<file path="src/rtl/mtpc_pkg.sv">
// mtpc_pkg: port codes, routing mode codes and register indexes for the turn check
package mtpc_pkg;

	typedef logic [2:0] port_code_t;
	typedef logic [2:0] mode_code_t;
	typedef logic [2:0] reg_index_t;

	localparam port_code_t PORT_N = 3'd0;
	localparam port_code_t PORT_E = 3'd1;
	localparam port_code_t PORT_S = 3'd2;
	localparam port_code_t PORT_W = 3'd3;
	localparam port_code_t PORT_U = 3'd4;
	localparam port_code_t PORT_D = 3'd5;

	localparam int NUM_PORTS = 6;

	typedef logic [NUM_PORTS-1:0] port_set_t;

	localparam mode_code_t MODE_ANY      = 3'd0;
	localparam mode_code_t MODE_NEG_1ST  = 3'd1;
	localparam mode_code_t MODE_OE       = 3'd2;
	localparam mode_code_t MODE_DOWN_OE  = 3'd3;
	localparam mode_code_t MODE_OE_NMIN  = 3'd4;
	localparam mode_code_t MODE_BALANCED = 3'd5;

	localparam reg_index_t REG_MODE   = 3'd0;
	localparam reg_index_t REG_SIZE_X = 3'd1;
	localparam reg_index_t REG_SIZE_Y = 3'd2;
	localparam reg_index_t REG_SIZE_Z = 3'd3;
	localparam reg_index_t REG_NODE_X = 3'd4;
	localparam reg_index_t REG_NODE_Y = 3'd5;
	localparam reg_index_t REG_NODE_Z = 3'd6;

	localparam int SIZE_BITS = 5;

endpackage

</file>
<file path="src/rtl/mtpc_decide.sv">
// mtpc_decide: combinational admissible-port sets and turn decision per routing mode
module mtpc_decide import mtpc_pkg::*; #(
	parameter int COORD_BITS = 4
) (
	input  mode_code_t              routing_mode,
	input  logic [SIZE_BITS-1:0]    mesh_size_y,
	input  logic [SIZE_BITS-1:0]    mesh_size_z,
	input  logic [COORD_BITS-1:0]   node_x,
	input  logic [COORD_BITS-1:0]   node_y,
	input  logic [COORD_BITS-1:0]   node_z,
	input  port_code_t              port_in,
	input  port_code_t              port_out,
	input  logic [COORD_BITS-1:0]   dest_x,
	input  logic [COORD_BITS-1:0]   dest_y,
	input  logic [COORD_BITS-1:0]   dest_z,
	output logic                    turn_allowed
);

	localparam int EW = ((COORD_BITS > SIZE_BITS) ? COORD_BITS : SIZE_BITS) + 1;

	logic x_lt, x_eq, x_gt, y_lt, y_eq, y_gt, z_lt, z_eq, z_gt;
	logic x_next, z_next;
	logic cx_odd, dx_odd, cz_odd;
	logic same_x, same_z;
	logic y_room, z_room;
	logic at_dest_xy;
	port_set_t m_oe, m_nm, m_ns, m_xyz, m_nf, m_sel;
	logic [7:0] m_ext;
	logic bal_ok;

	always_comb begin
		x_lt = dest_x < node_x;
		x_eq = dest_x == node_x;
		x_gt = dest_x > node_x;
		y_lt = dest_y < node_y;
		y_eq = dest_y == node_y;
		y_gt = dest_y > node_y;
		z_lt = dest_z < node_z;
		z_eq = dest_z == node_z;
		z_gt = dest_z > node_z;
		x_next = {1'b0, dest_x} == ({1'b0, node_x} + (COORD_BITS+1)'(1));
		z_next = {1'b0, dest_z} == ({1'b0, node_z} + (COORD_BITS+1)'(1));
		cx_odd = node_x[0];
		dx_odd = dest_x[0];
		cz_odd = node_z[0];
		// previous node offset is never zero for an east/west or up/down arrival
		same_x = (port_in != PORT_E) && (port_in != PORT_W);
		same_z = (port_in != PORT_U) && (port_in != PORT_D);
		y_room = (EW'(node_y) + EW'(1)) < EW'(mesh_size_y);
		z_room = (EW'(node_z) + EW'(1)) < EW'(mesh_size_z);
		at_dest_xy = x_eq && y_eq;
	end

	// minimal planar odd-even set
	always_comb begin
		m_oe = '0;
		if (x_eq) begin
			if (y_lt) m_oe[PORT_N] = 1'b1;
			else m_oe[PORT_S] = 1'b1;
		end else if (x_gt) begin
			if (y_eq) begin
				m_oe[PORT_E] = 1'b1;
			end else begin
				if (cx_odd || same_x) begin
					if (y_lt) m_oe[PORT_N] = 1'b1;
					else m_oe[PORT_S] = 1'b1;
				end
				if (dx_odd || !x_next) m_oe[PORT_E] = 1'b1;
			end
		end else begin
			m_oe[PORT_W] = 1'b1;
			if (!cx_odd) begin
				if (y_lt) m_oe[PORT_N] = 1'b1;
				if (y_gt) m_oe[PORT_S] = 1'b1;
			end
		end
	end

	// north/south detours inside the mesh, no reflection
	always_comb begin
		m_ns = '0;
		m_ns[PORT_N] = (node_y != '0) && (port_in != PORT_N);
		m_ns[PORT_S] = y_room && (port_in != PORT_S);
	end

	// non-minimal planar odd-even set
	always_comb begin
		m_nm = '0;
		if (x_eq) begin
			if (y_lt) m_nm[PORT_N] = 1'b1;
			else m_nm[PORT_S] = 1'b1;
		end else if (x_gt) begin
			if (y_eq) begin
				m_nm[PORT_E] = 1'b1;
				if ((cx_odd || same_x) && !x_next) m_nm = m_nm | m_ns;
			end else if (!dx_odd && x_next) begin
				if (y_lt) m_nm[PORT_N] = 1'b1;
				else m_nm[PORT_S] = 1'b1;
			end else begin
				if (cx_odd || same_x) m_nm = m_nm | m_ns;
				if (dx_odd || !x_next) m_nm[PORT_E] = 1'b1;
			end
		end else begin
			m_nm[PORT_W] = 1'b1;
			if (!cx_odd) m_nm = m_nm | m_ns;
		end
	end

	// dimension-order fallback
	always_comb begin
		m_xyz = '0;
		if (x_gt) m_xyz[PORT_E] = 1'b1;
		else if (x_lt) m_xyz[PORT_W] = 1'b1;
		else if (y_gt) m_xyz[PORT_S] = 1'b1;
		else if (y_lt) m_xyz[PORT_N] = 1'b1;
		else if (z_lt) m_xyz[PORT_U] = 1'b1;
		else m_xyz[PORT_D] = 1'b1;
	end

	// negative-first set
	always_comb begin
		m_nf = '0;
		if (x_lt && y_lt && z_gt) begin
			m_nf[PORT_N] = 1'b1; m_nf[PORT_W] = 1'b1; m_nf[PORT_D] = 1'b1;
		end else if (x_lt && y_lt) begin
			m_nf[PORT_N] = 1'b1; m_nf[PORT_W] = 1'b1;
		end else if (x_lt && !y_lt && z_gt) begin
			m_nf[PORT_D] = 1'b1; m_nf[PORT_W] = 1'b1;
		end else if (!x_lt && y_lt && z_gt) begin
			m_nf[PORT_D] = 1'b1; m_nf[PORT_N] = 1'b1;
		end else if (x_lt && !y_lt) begin
			m_nf[PORT_W] = 1'b1;
		end else if (!x_lt && y_lt) begin
			m_nf[PORT_N] = 1'b1;
		end else if (z_gt) begin
			m_nf[PORT_D] = 1'b1;
		end else if (x_gt && y_gt && z_lt) begin
			m_nf[PORT_S] = 1'b1; m_nf[PORT_E] = 1'b1; m_nf[PORT_U] = 1'b1;
		end else if (x_gt && y_gt && z_eq) begin
			m_nf[PORT_S] = 1'b1; m_nf[PORT_E] = 1'b1;
		end else if (x_gt && y_eq && z_lt) begin
			m_nf[PORT_U] = 1'b1; m_nf[PORT_E] = 1'b1;
		end else if (x_eq && y_gt && z_lt) begin
			m_nf[PORT_U] = 1'b1; m_nf[PORT_S] = 1'b1;
		end else begin
			m_nf = m_xyz;
		end
	end

	// per-mode admissible set
	always_comb begin
		m_sel = '0;
		case (routing_mode)
			MODE_NEG_1ST: begin
				m_sel = m_nf;
			end
			MODE_OE: begin
				if (z_eq) begin
					m_sel = m_oe;
				end else if (z_gt) begin
					if (at_dest_xy) begin
						m_sel[PORT_D] = 1'b1;
					end else begin
						if (cz_odd || same_z) m_sel = m_oe;
						if (dest_z[0] || !z_next) m_sel[PORT_D] = 1'b1;
					end
				end else begin
					// up-going on an even layer with planar moves left: planar set replaces up
					if (!at_dest_xy && !cz_odd) m_sel = m_oe;
					else m_sel[PORT_U] = 1'b1;
				end
			end
			MODE_DOWN_OE: begin
				if (z_gt) begin
					m_sel[PORT_D] = 1'b1;
				end else if (z_lt && at_dest_xy) begin
					m_sel[PORT_U] = 1'b1;
				end else begin
					m_sel = m_nm;
					if (z_room) m_sel[PORT_D] = 1'b1;
				end
			end
			MODE_OE_NMIN: begin
				if (z_gt) begin
					if (!at_dest_xy) m_sel = m_nm;
					m_sel[PORT_D] = 1'b1;
				end else if (z_lt && at_dest_xy) begin
					m_sel[PORT_U] = 1'b1;
				end else begin
					m_sel = m_nm;
					if (z_room && (port_in != PORT_D)) m_sel[PORT_D] = 1'b1;
				end
			end
			default: begin
				m_sel = '0;
			end
		endcase
	end

	// balanced mode forbidden turns
	always_comb begin
		bal_ok = 1'b1;
		if (port_in != port_out) begin
			if (!cx_odd) begin
				if ((port_in == PORT_E) && ((port_out == PORT_N) || (port_out == PORT_S)))
					bal_ok = 1'b0;
			end else begin
				if (((port_in == PORT_N) || (port_in == PORT_S)) && (port_out == PORT_W))
					bal_ok = 1'b0;
			end
			if ((port_out == PORT_U) && !z_lt) bal_ok = 1'b0;
			if ((port_out == PORT_D) && !z_gt) bal_ok = 1'b0;
		end
	end

	// unused leaving port codes index the zero bits above the set
	assign m_ext = {2'b00, m_sel};

	always_comb begin
		case (routing_mode)
			MODE_NEG_1ST, MODE_OE, MODE_DOWN_OE, MODE_OE_NMIN: turn_allowed = m_ext[port_out];
			MODE_BALANCED: turn_allowed = bal_ok;
			default: turn_allowed = 1'b1;
		endcase
	end

endmodule

</file>
<file path="src/rtl/mesh_turn_permission_check.sv">
// mesh_turn_permission_check: turn permission check for one 3D mesh router, top level
//
//  channel  | handshake             | payload
//  ---------+-----------------------+--------------------------------------------
//  in       | in_valid / in_ready   | port_in, port_out, dest_x, dest_y, dest_z
//  out      | out_valid / out_ready | turn_allowed
//  cfg      | cfg_valid / cfg_ready | cfg_index, cfg_data
//
//  one item per cycle unless out_ready is low with both registers full; each input transfer
//  loads the input register, then the decision logic feeds the result register
//  in_ready drops only when both the input and result registers are full and out_ready is low
//  cfg_ready is always high; reset loads mode any, sizes 4, node 0
module mesh_turn_permission_check import mtpc_pkg::*; #(
	parameter int COORD_BITS = 4
) (
	input  logic                  clk,
	input  logic                  arst_n,
	input  logic                  in_valid,
	output logic                  in_ready,
	input  port_code_t            port_in,
	input  port_code_t            port_out,
	input  logic [COORD_BITS-1:0] dest_x,
	input  logic [COORD_BITS-1:0] dest_y,
	input  logic [COORD_BITS-1:0] dest_z,
	output logic                  out_valid,
	input  logic                  out_ready,
	output logic                  turn_allowed,
	input  logic                  cfg_valid,
	output logic                  cfg_ready,
	input  reg_index_t            cfg_index,
	input  logic [((COORD_BITS > SIZE_BITS) ? COORD_BITS : SIZE_BITS)-1:0] cfg_data
);

	localparam logic [SIZE_BITS-1:0] SIZE_RESET = SIZE_BITS'(4);

	mode_code_t            routing_mode_q;
	logic [SIZE_BITS-1:0]  mesh_size_y_q;
	logic [SIZE_BITS-1:0]  mesh_size_z_q;
	logic [COORD_BITS-1:0] node_x_q;
	logic [COORD_BITS-1:0] node_y_q;
	logic [COORD_BITS-1:0] node_z_q;

	logic                  valid_s1;
	port_code_t            port_in_s1;
	port_code_t            port_out_s1;
	logic [COORD_BITS-1:0] dest_x_s1;
	logic [COORD_BITS-1:0] dest_y_s1;
	logic [COORD_BITS-1:0] dest_z_s1;

	logic                  out_valid_q;
	logic                  turn_allowed_q;
	logic                  decide;
	logic                  adv_out;

	assign cfg_ready = 1'b1;

	// x size has no bearing on any mode, so a write to it is taken and dropped
	always_ff @(posedge clk or negedge arst_n) begin
		if (!arst_n) begin
			routing_mode_q <= MODE_ANY;
			mesh_size_y_q  <= SIZE_RESET;
			mesh_size_z_q  <= SIZE_RESET;
			node_x_q       <= '0;
			node_y_q       <= '0;
			node_z_q       <= '0;
		end else if (cfg_valid) begin
			case (cfg_index)
				REG_MODE:   routing_mode_q <= cfg_data[2:0];
				REG_SIZE_Y: mesh_size_y_q  <= cfg_data[SIZE_BITS-1:0];
				REG_SIZE_Z: mesh_size_z_q  <= cfg_data[SIZE_BITS-1:0];
				REG_NODE_X: node_x_q       <= cfg_data[COORD_BITS-1:0];
				REG_NODE_Y: node_y_q       <= cfg_data[COORD_BITS-1:0];
				REG_NODE_Z: node_z_q       <= cfg_data[COORD_BITS-1:0];
				default: begin
				end
			endcase
		end
	end

	assign adv_out  = !out_valid_q || out_ready;
	assign in_ready = !valid_s1 || adv_out;

	always_ff @(posedge clk or negedge arst_n) begin
		if (!arst_n) begin
			valid_s1 <= 1'b0;
		end else if (in_ready) begin
			valid_s1 <= in_valid;
		end
	end

	always_ff @(posedge clk) begin
		if (in_ready && in_valid) begin
			port_in_s1  <= port_in;
			port_out_s1 <= port_out;
			dest_x_s1   <= dest_x;
			dest_y_s1   <= dest_y;
			dest_z_s1   <= dest_z;
		end
	end

	mtpc_decide #(
		.COORD_BITS(COORD_BITS)
	) u_decide (
		.routing_mode (routing_mode_q),
		.mesh_size_y  (mesh_size_y_q),
		.mesh_size_z  (mesh_size_z_q),
		.node_x       (node_x_q),
		.node_y       (node_y_q),
		.node_z       (node_z_q),
		.port_in      (port_in_s1),
		.port_out     (port_out_s1),
		.dest_x       (dest_x_s1),
		.dest_y       (dest_y_s1),
		.dest_z       (dest_z_s1),
		.turn_allowed (decide)
	);

	always_ff @(posedge clk or negedge arst_n) begin
		if (!arst_n) begin
			out_valid_q <= 1'b0;
		end else if (adv_out) begin
			out_valid_q <= valid_s1;
		end
	end

	always_ff @(posedge clk) begin
		if (adv_out && valid_s1) begin
			turn_allowed_q <= decide;
		end
	end

	assign out_valid    = out_valid_q;
	assign turn_allowed = turn_allowed_q;

endmodule
</file>
<file path="config.mk">
export PLATFORM = sky130hd
export DESIGN_NAME = mesh_turn_permission_check
export DESIGN_NICKNAME = d
export VERILOG_FILES = /design/src/rtl/mtpc_pkg.sv /design/src/rtl/mtpc_decide.sv /design/src/rtl/mesh_turn_permission_check.sv
export SDC_FILE = /design/constraint.sdc
export NUM_CORES = 1
export LEC_CHECK = 0
export ABC_AREA = 1
export BUFFER_PORTS_ARGS = -buffer_cell sky130_fd_sc_hd__buf_2
export CAP_MARGIN = 20
export CORE_ASPECT_RATIO = 0.8
export CORE_MARGIN = 1
export CORE_UTILIZATION = 44
export DETAILED_ROUTE_END_ITERATION = 10
export PLACE_DENSITY = 0.7
export SLEW_MARGIN = 20
export SYNTH_ARGS = -nofsm -noshare
export SYNTH_HDL_FRONTEND = slang
export SYNTH_SLANG_ARGS = --single-unit
</file>
<file path="constraint.sdc">
create_clock -name clk -period 2.2 [get_ports clk]
set_clock_uncertainty 0.1 [all_clocks]
set_input_delay 0.44 -clock clk [delete_from_list [all_inputs] [get_ports clk]]
set_output_delay 0.44 -clock clk [all_outputs]
set_load 0.01 [all_outputs]
</file>
======== After elaboration in Yosys (flattened, before gate mapping) ========
Index checks and enable logic that the tools add are counted.
storage, ports and cells
  register bits ........................... 46
  input bits .............................. 31
  output and inout port bits .............. 4
  word-level logic and storage cells ...... 246
operators by class
  $add $sub $neg .......................... 4
  magnitude comparators ................... 9
  equal/unequal tests ..................... 27
  multiplexer cells ....................... 132
  reductions and logical operators ........ 60
operators by type and width
  operator               number
  $mux W5                16
  $mux W1                77
  $mux W3                15
  $mux W6                5
  $logic_and A1 B1 Y1    29
  $pmux W6 S4            1
  $mux W2                11
  $eq A3 B2 Y1 const B   7
  $eq A3 B3 Y1 const B   7
  $add A4 B1 Y5 const B  4
  $mux W4                5
  $eq A4 B4 Y1           3
  $gt A4 B4 Y1           3
  $lt A4 B4 Y1           3
  $lt A6 B5 Y1           2
  $reduce_and A2 Y1      6
  $logic_not A1 Y1       11
  $eq A4 B5 Y1           2
  $logic_not A3 Y1       3
  $logic_or A1 B1 Y1     8
  $eq A3 B1 Y1 const B   2
  $ne A3 B2 Y1 const B   2
  $ne A3 B3 Y1 const B   2
  $lt A3 B4 Y1 const B   1
  7 further kinds        7

======== Logic depth before layout (Yosys ltp) ========
  word-level depth ........................ 40
  mapped depth ............................ 18
  depth with buffers taken out ............ 18

======== Modules after synthesis ========
Synthesis repeated with hierarchy kept, for this count alone.
unflattened totals
  cells, all modules ...................... 429
  area, all modules ....................... 3239.4 µm²
by module, submodules not included
  module                      instances  cells each  area each (µm²)  seq. area each (µm²)
  mesh_turn_permission_check  1          153         1695.4           1248.7
  mtpc_decide                 1          276         1544.0           0.0

======== Worst setup path before layout ========
Ideal clock, no wire load.
  path kind ............................... reg2reg
  start point ............................. register node_z_q[0]
  end point ............................... register turn_allowed_q, in the netlist turn_allowed (data pin)
  library setup time ...................... 0.256 ns
  data arrival time ....................... 1.746 ns
  data required time ...................... 1.844 ns
  setup slack ............................. 0.098 ns
  cell stages (with the launch flop) ...... 16
  path buffers ............................ 0
  clock period less this slack ............ 2.102 ns
  cell sequence ........................... dfrtp_1 ha_1 xnor2_1 inv_1 ha_1 inv_1 nor2_1 o21ai_1 nand2_1 nand2_1 nand3_1 nand2_1 nand3_1 a21oi_1 nand2_1 nand3_2
between the ends
  longest elaborated chain between the ends .. 40
  elaborated cells between the ends (all ways) .. 115
ends and longest elaborated chain
  item                           RTL line                           text
  start: declaration             mesh_turn_permission_check.sv:41   logic [COORD_BITS-1:0] node_z_q;
  start signal: assignment       mesh_turn_permission_check.sv:73   REG_NODE_Z: node_z_q <= cfg_data[COORD_BITS-1:0];
  $lt A4 B4 Y1                   mtpc_decide.sv:38                  z_lt = dest_z < node_z;
  $mux W1                        mtpc_decide.sv:116                 else if (z_lt) m_xyz[PORT_U] = 1'b1;
  $mux W2                        mtpc_decide.sv:115                 else if (y_lt) m_xyz[PORT_N] = 1'b1;
  $mux W2                        mtpc_decide.sv:114                 else if (y_gt) m_xyz[PORT_S] = 1'b1;
  $mux W2                        mtpc_decide.sv:113                 else if (x_lt) m_xyz[PORT_W] = 1'b1;
  $mux W4                        mtpc_decide.sv:112                 if (x_gt) m_xyz[PORT_E] = 1'b1;
  $mux W1                        mtpc_decide.sv:143                 end else if (x_eq && y_gt && z_lt) begin
  $mux W1                        mtpc_decide.sv:141                 end else if (x_gt && y_eq && z_lt) begin
  (+25 left out)                 --
  $mux W1                        mtpc_decide.sv:127                 end else if (x_lt && !y_lt && z_gt) begin
  $mux W2                        mtpc_decide.sv:125                 end else if (x_lt && y_lt) begin
  $mux W1                        mtpc_decide.sv:123                 if (x_lt && y_lt && z_gt) begin
  $pmux W6 S4                    mtpc_decide.sv:153                 case (routing_mode)
  $bmux W1 S3                    mtpc_decide.sv:221                 MODE_NEG_1ST, MODE_OE, MODE_DOWN_OE, MODE_OE_NMIN: turn_allowed = m_ext[port_out];
  $mux W1 (not written as such)  mtpc_decide.sv:221
  $pmux W1 S2 (*)                mtpc_decide.sv:220                 case (routing_mode)
  net decide                     mesh_turn_permission_check.sv:52   logic decide;
  end signal: assignment         mesh_turn_permission_check.sv:128  turn_allowed_q <= decide;
  end: declaration               mesh_turn_permission_check.sv:51   logic turn_allowed_q;
Mark *: on every way through the listed nets, which the timed path passes. The rest lies on a longest branch. The select of a mux whose other input is x is not followed.
A chain may end at the register's enable or synchronous reset.

======== Worst setup path in the final report ========
  start point ............................. register node_z_q[3]
  end point ............................... register turn_allowed_q, in the netlist turn_allowed (data pin)
The elaborated chain is that of the path after synthesis.

==> impl_results.md <==
- Outcome: finished with violations
- Failing checks: negative setup slack
- Fillers: 572
- Area contributors post-synth: dfrtp_1 20%, edfxtp_1 19%, nand2_1 14%, ha_1 9.8%, inv_1 7.7%
- Clock Root Buffer: clkbuf_8
- CTS buffer count: 5
- Worst endpoint required time: approximately 2.2 ns
- Seq/Total Area, Yosys: 40.9%
- CP Launch Type: register
- Initial DRC count: ~150
- Synthesized cell area: 0.00305 mm²
- Slew Limit Fails: 0
- Syn Area/Cell: between 7 and 8 µm²
- Worst-Skew Late Latency: 0.30 ns
- Asr flop ratio synth: between 50 and 60%
- Syn Inst Count: ~400
- Placed Cells incl. Taps: ~540
- WS Path Type: register to register
- Setup WS pre-CTS: -0.0779 ns
- H-tree depth: 2
- Worst Setup End Kind: register
- Max Freq: 449 MHz
- Antenna viol nets, final: 0
- Drt first pass iters: 4
- Data arrival, critical path: roughly 2.2 ns
- Area leader, netlist: dfrtp_1
- Area Growth Syn to Fin: 26.5%
- Vias in the first global route: 2,715
- Synth unique cells: 31
- Synth warn: 0
- Top cell type's share of synthesized area: around a fifth
- Crit share post-route: 101%
- RSZ-0062 raised after global routing: true
- Final setup violation count: 1
- # diodes: 0
- Dpl hpwl: between 5 and 6 mm
- Min cycle time layout: approximately 2.2 ns
- Port bufs: 33
- Hold Vio Cnt, Final: 0
- Syn_nets: ~450
- Largest net degree at the start of global routing: 28
- Post-synth EDFFs: 19
- Initial antenna violation count: 0
- #FFs+latches synth: 46
- Total global routing overflow: 0
- Layout Cells excl Fill: approximately 560
- Most common cell after layout, fill and taps aside: nand2_1
- Global-route wire length before repair: approximately 12 mm
- Pwr Density: 775 mW/mm²
- Max Cap Viol: 0
- RD Place Congestion: between 0.9 and 1
- Slew HR: a little under three fifths
- Die area: ~0.0073 mm²
- Hold Crit Class: input pin to async pin
- Clock sink count: 46
- Vias post-DR: 2,785
- Initial Utilization: between 40% and 50%
- CTS tree: built
- Register clock-pin slew on the reported worst setup and hold paths: ~0.09 ns
- Fraction of layout cells with a size suffix above 1: a little under 30%
- P_leak: ~1.9 nW
- Top_reg_cell synth: dfrtp_1
- Die width: between 90 and 100 µm
- Die height: 76.5 µm
- Worst slew pin tran: 0.647 ns
- Hold Buf Count CTS: 0
- Total wire length: about 7.4 mm
- Via density: about 5
- Crit-path max FO: 3
- Io pins: 35
- Most frequent cells in the layout: 102 x nand2_1, 60 x inv_1, 35 x buf_4
- Rows: 26
- Setup ws final: -0.0277 ns
- Final setup TNS: -0.0277 ns
- Max IR drop VDD: between 0.4 and 0.5 mV
- Longest Clk Path Bufs: 2
- Average wire per standard cell: about 13 µm
- Nets: about 530
- Core area: around 0.0065 mm²
- Final routed DRC violation total: 0
- GRT Util Overall: 21.0%
[per-layer routing]
metal | global-route usage, % | vias to the layer above | wire length (µm)
li1 | - | 1435 | -
met1 | 28.4 | 1283 | 3400
met2 | 34.2 | 56 | 3540
met3 | 4.09 | 11 | 321
met4 | 5.45 | 0 | 88
met5 | 0 | - | 0
[path summary, 6_finish.rpt]
kind	start	endpoint	slack, ns	depth (start not counted)
setup / recovery	node_z_q[3]	turn_allowed	-0.03	15
hold / removal	arst_n	node_z_q[2]	0.06	1
setup reg to reg	node_z_q[3]	turn_allowed	-0.03	15
hold reg to reg	valid_s1	out_valid	0.38	2
max in group asynchronous	arst_n	node_y_q[0]	1.48	1
min in group clk	dest_z[1]	dest_z_s1[1]	0.21	1
[worst max-delay path, stage by stage (launching register included)]
cell      delay (ns)
dfrtp_1         0.38
inv_2           0.06
ha_1            0.30
a21o_1          0.20
clkinv_1        0.06
nand2_2         0.07
nand2_1         0.10
nand3_2         0.12
nand3_2         0.10
nand2_1         0.06
nand2_1         0.05
nand2_1         0.07
a21oi_2         0.13
nand2_1         0.06
nand2_1         0.07
nand3_2         0.05
[registers in the layout, indices dropped and copies added, names as in the netlist]
signal          flops
port_out_s1         3
mesh_size_y_q       5
node_y_q            4
turn_allowed        1
out_valid           1
valid_s1            1
dest_y_s1           4
node_z_q            4
mesh_size_z_q       5
node_x_q            4
port_in_s1          3
routing_mode_q      3
dest_x_s1           4
dest_z_s1           4
[repair_timing]
action                     in CTS  in global routing
buffers inserted                9                  4
setup endpoints to repair       1                  1
hold endpoints to repair        0                  0
pin swaps                      14                 28
resized for setup              14                 27
[synthesized netlist by cell type (3+ instances only)]
library cell  instances
nand3_1              30
o21ai_0              27
nor3_1                6
dfrtp_1              25
a21oi_1              13
nor3_2                3
nand2_1             111
o21ai_1               4
nand2_2               5
nand4_1               6
nand3_2               3
clkinv_1              3
edfxtp_1             19
xnor2_1               3
xor2_1                6
ha_1                 24
nor2_1               22
inv_2                10
inv_1                63
[cell families (layout without fill, tap and decap cells)]
| group | Yosys count | after routing | synth area share, % |
|---|---|---|---|
| simple gates | 189 | 189 | 27.4 |
| flops | 46 | 46 | 40.9 |
| fa+ha+maj | 24 | 24 | 9.83 |
| compound gates | 53 | 53 | 9.59 |
| buf+inv | 77 | 153 | 9.59 |
| xor+xnor | 9 | 9 | 2.58 |
| other cells | 1 | 1 | 0.123 |
[through the flow]
step	power (mW)	instance area, µm²	utilization [%]	hold WS [ns]
3_5_place_dp	2.22	3490	53.4	0.366
4_1_cts	2.89	3720	56.8	0.0733
5_1_grt	3.22	3860	59.1	0.102
2_1_floorplan	1.87	3050	-	0.0444
6_report	2.99	3860	59.1	0.0564
3_3_place_gp	2.20	3490	53.4	0.356
[power breakdown]
group	leakage (nW)	switching (mW)	total [mW]	internal (mW)
registers	0.510	0.104	1.13	1.03
logic	1.39	0.739	1.32	0.582
clock network	0.0515	0.286	0.540	0.254
total	1.95	1.13	2.99	1.87
[final cells by class]
class	count	area [µm²]	area share [%]
inverter	76	289	7.48
sequential	46	1250	32.4
tap	84	105	2.72
timing repair buffer	69	448	11.6
multi-input combinational	276	1670	43.3
clock buffer	6	82.6	2.14
clock inverter	2	11.3	0.291
Power figures use the tool's default switching activity.
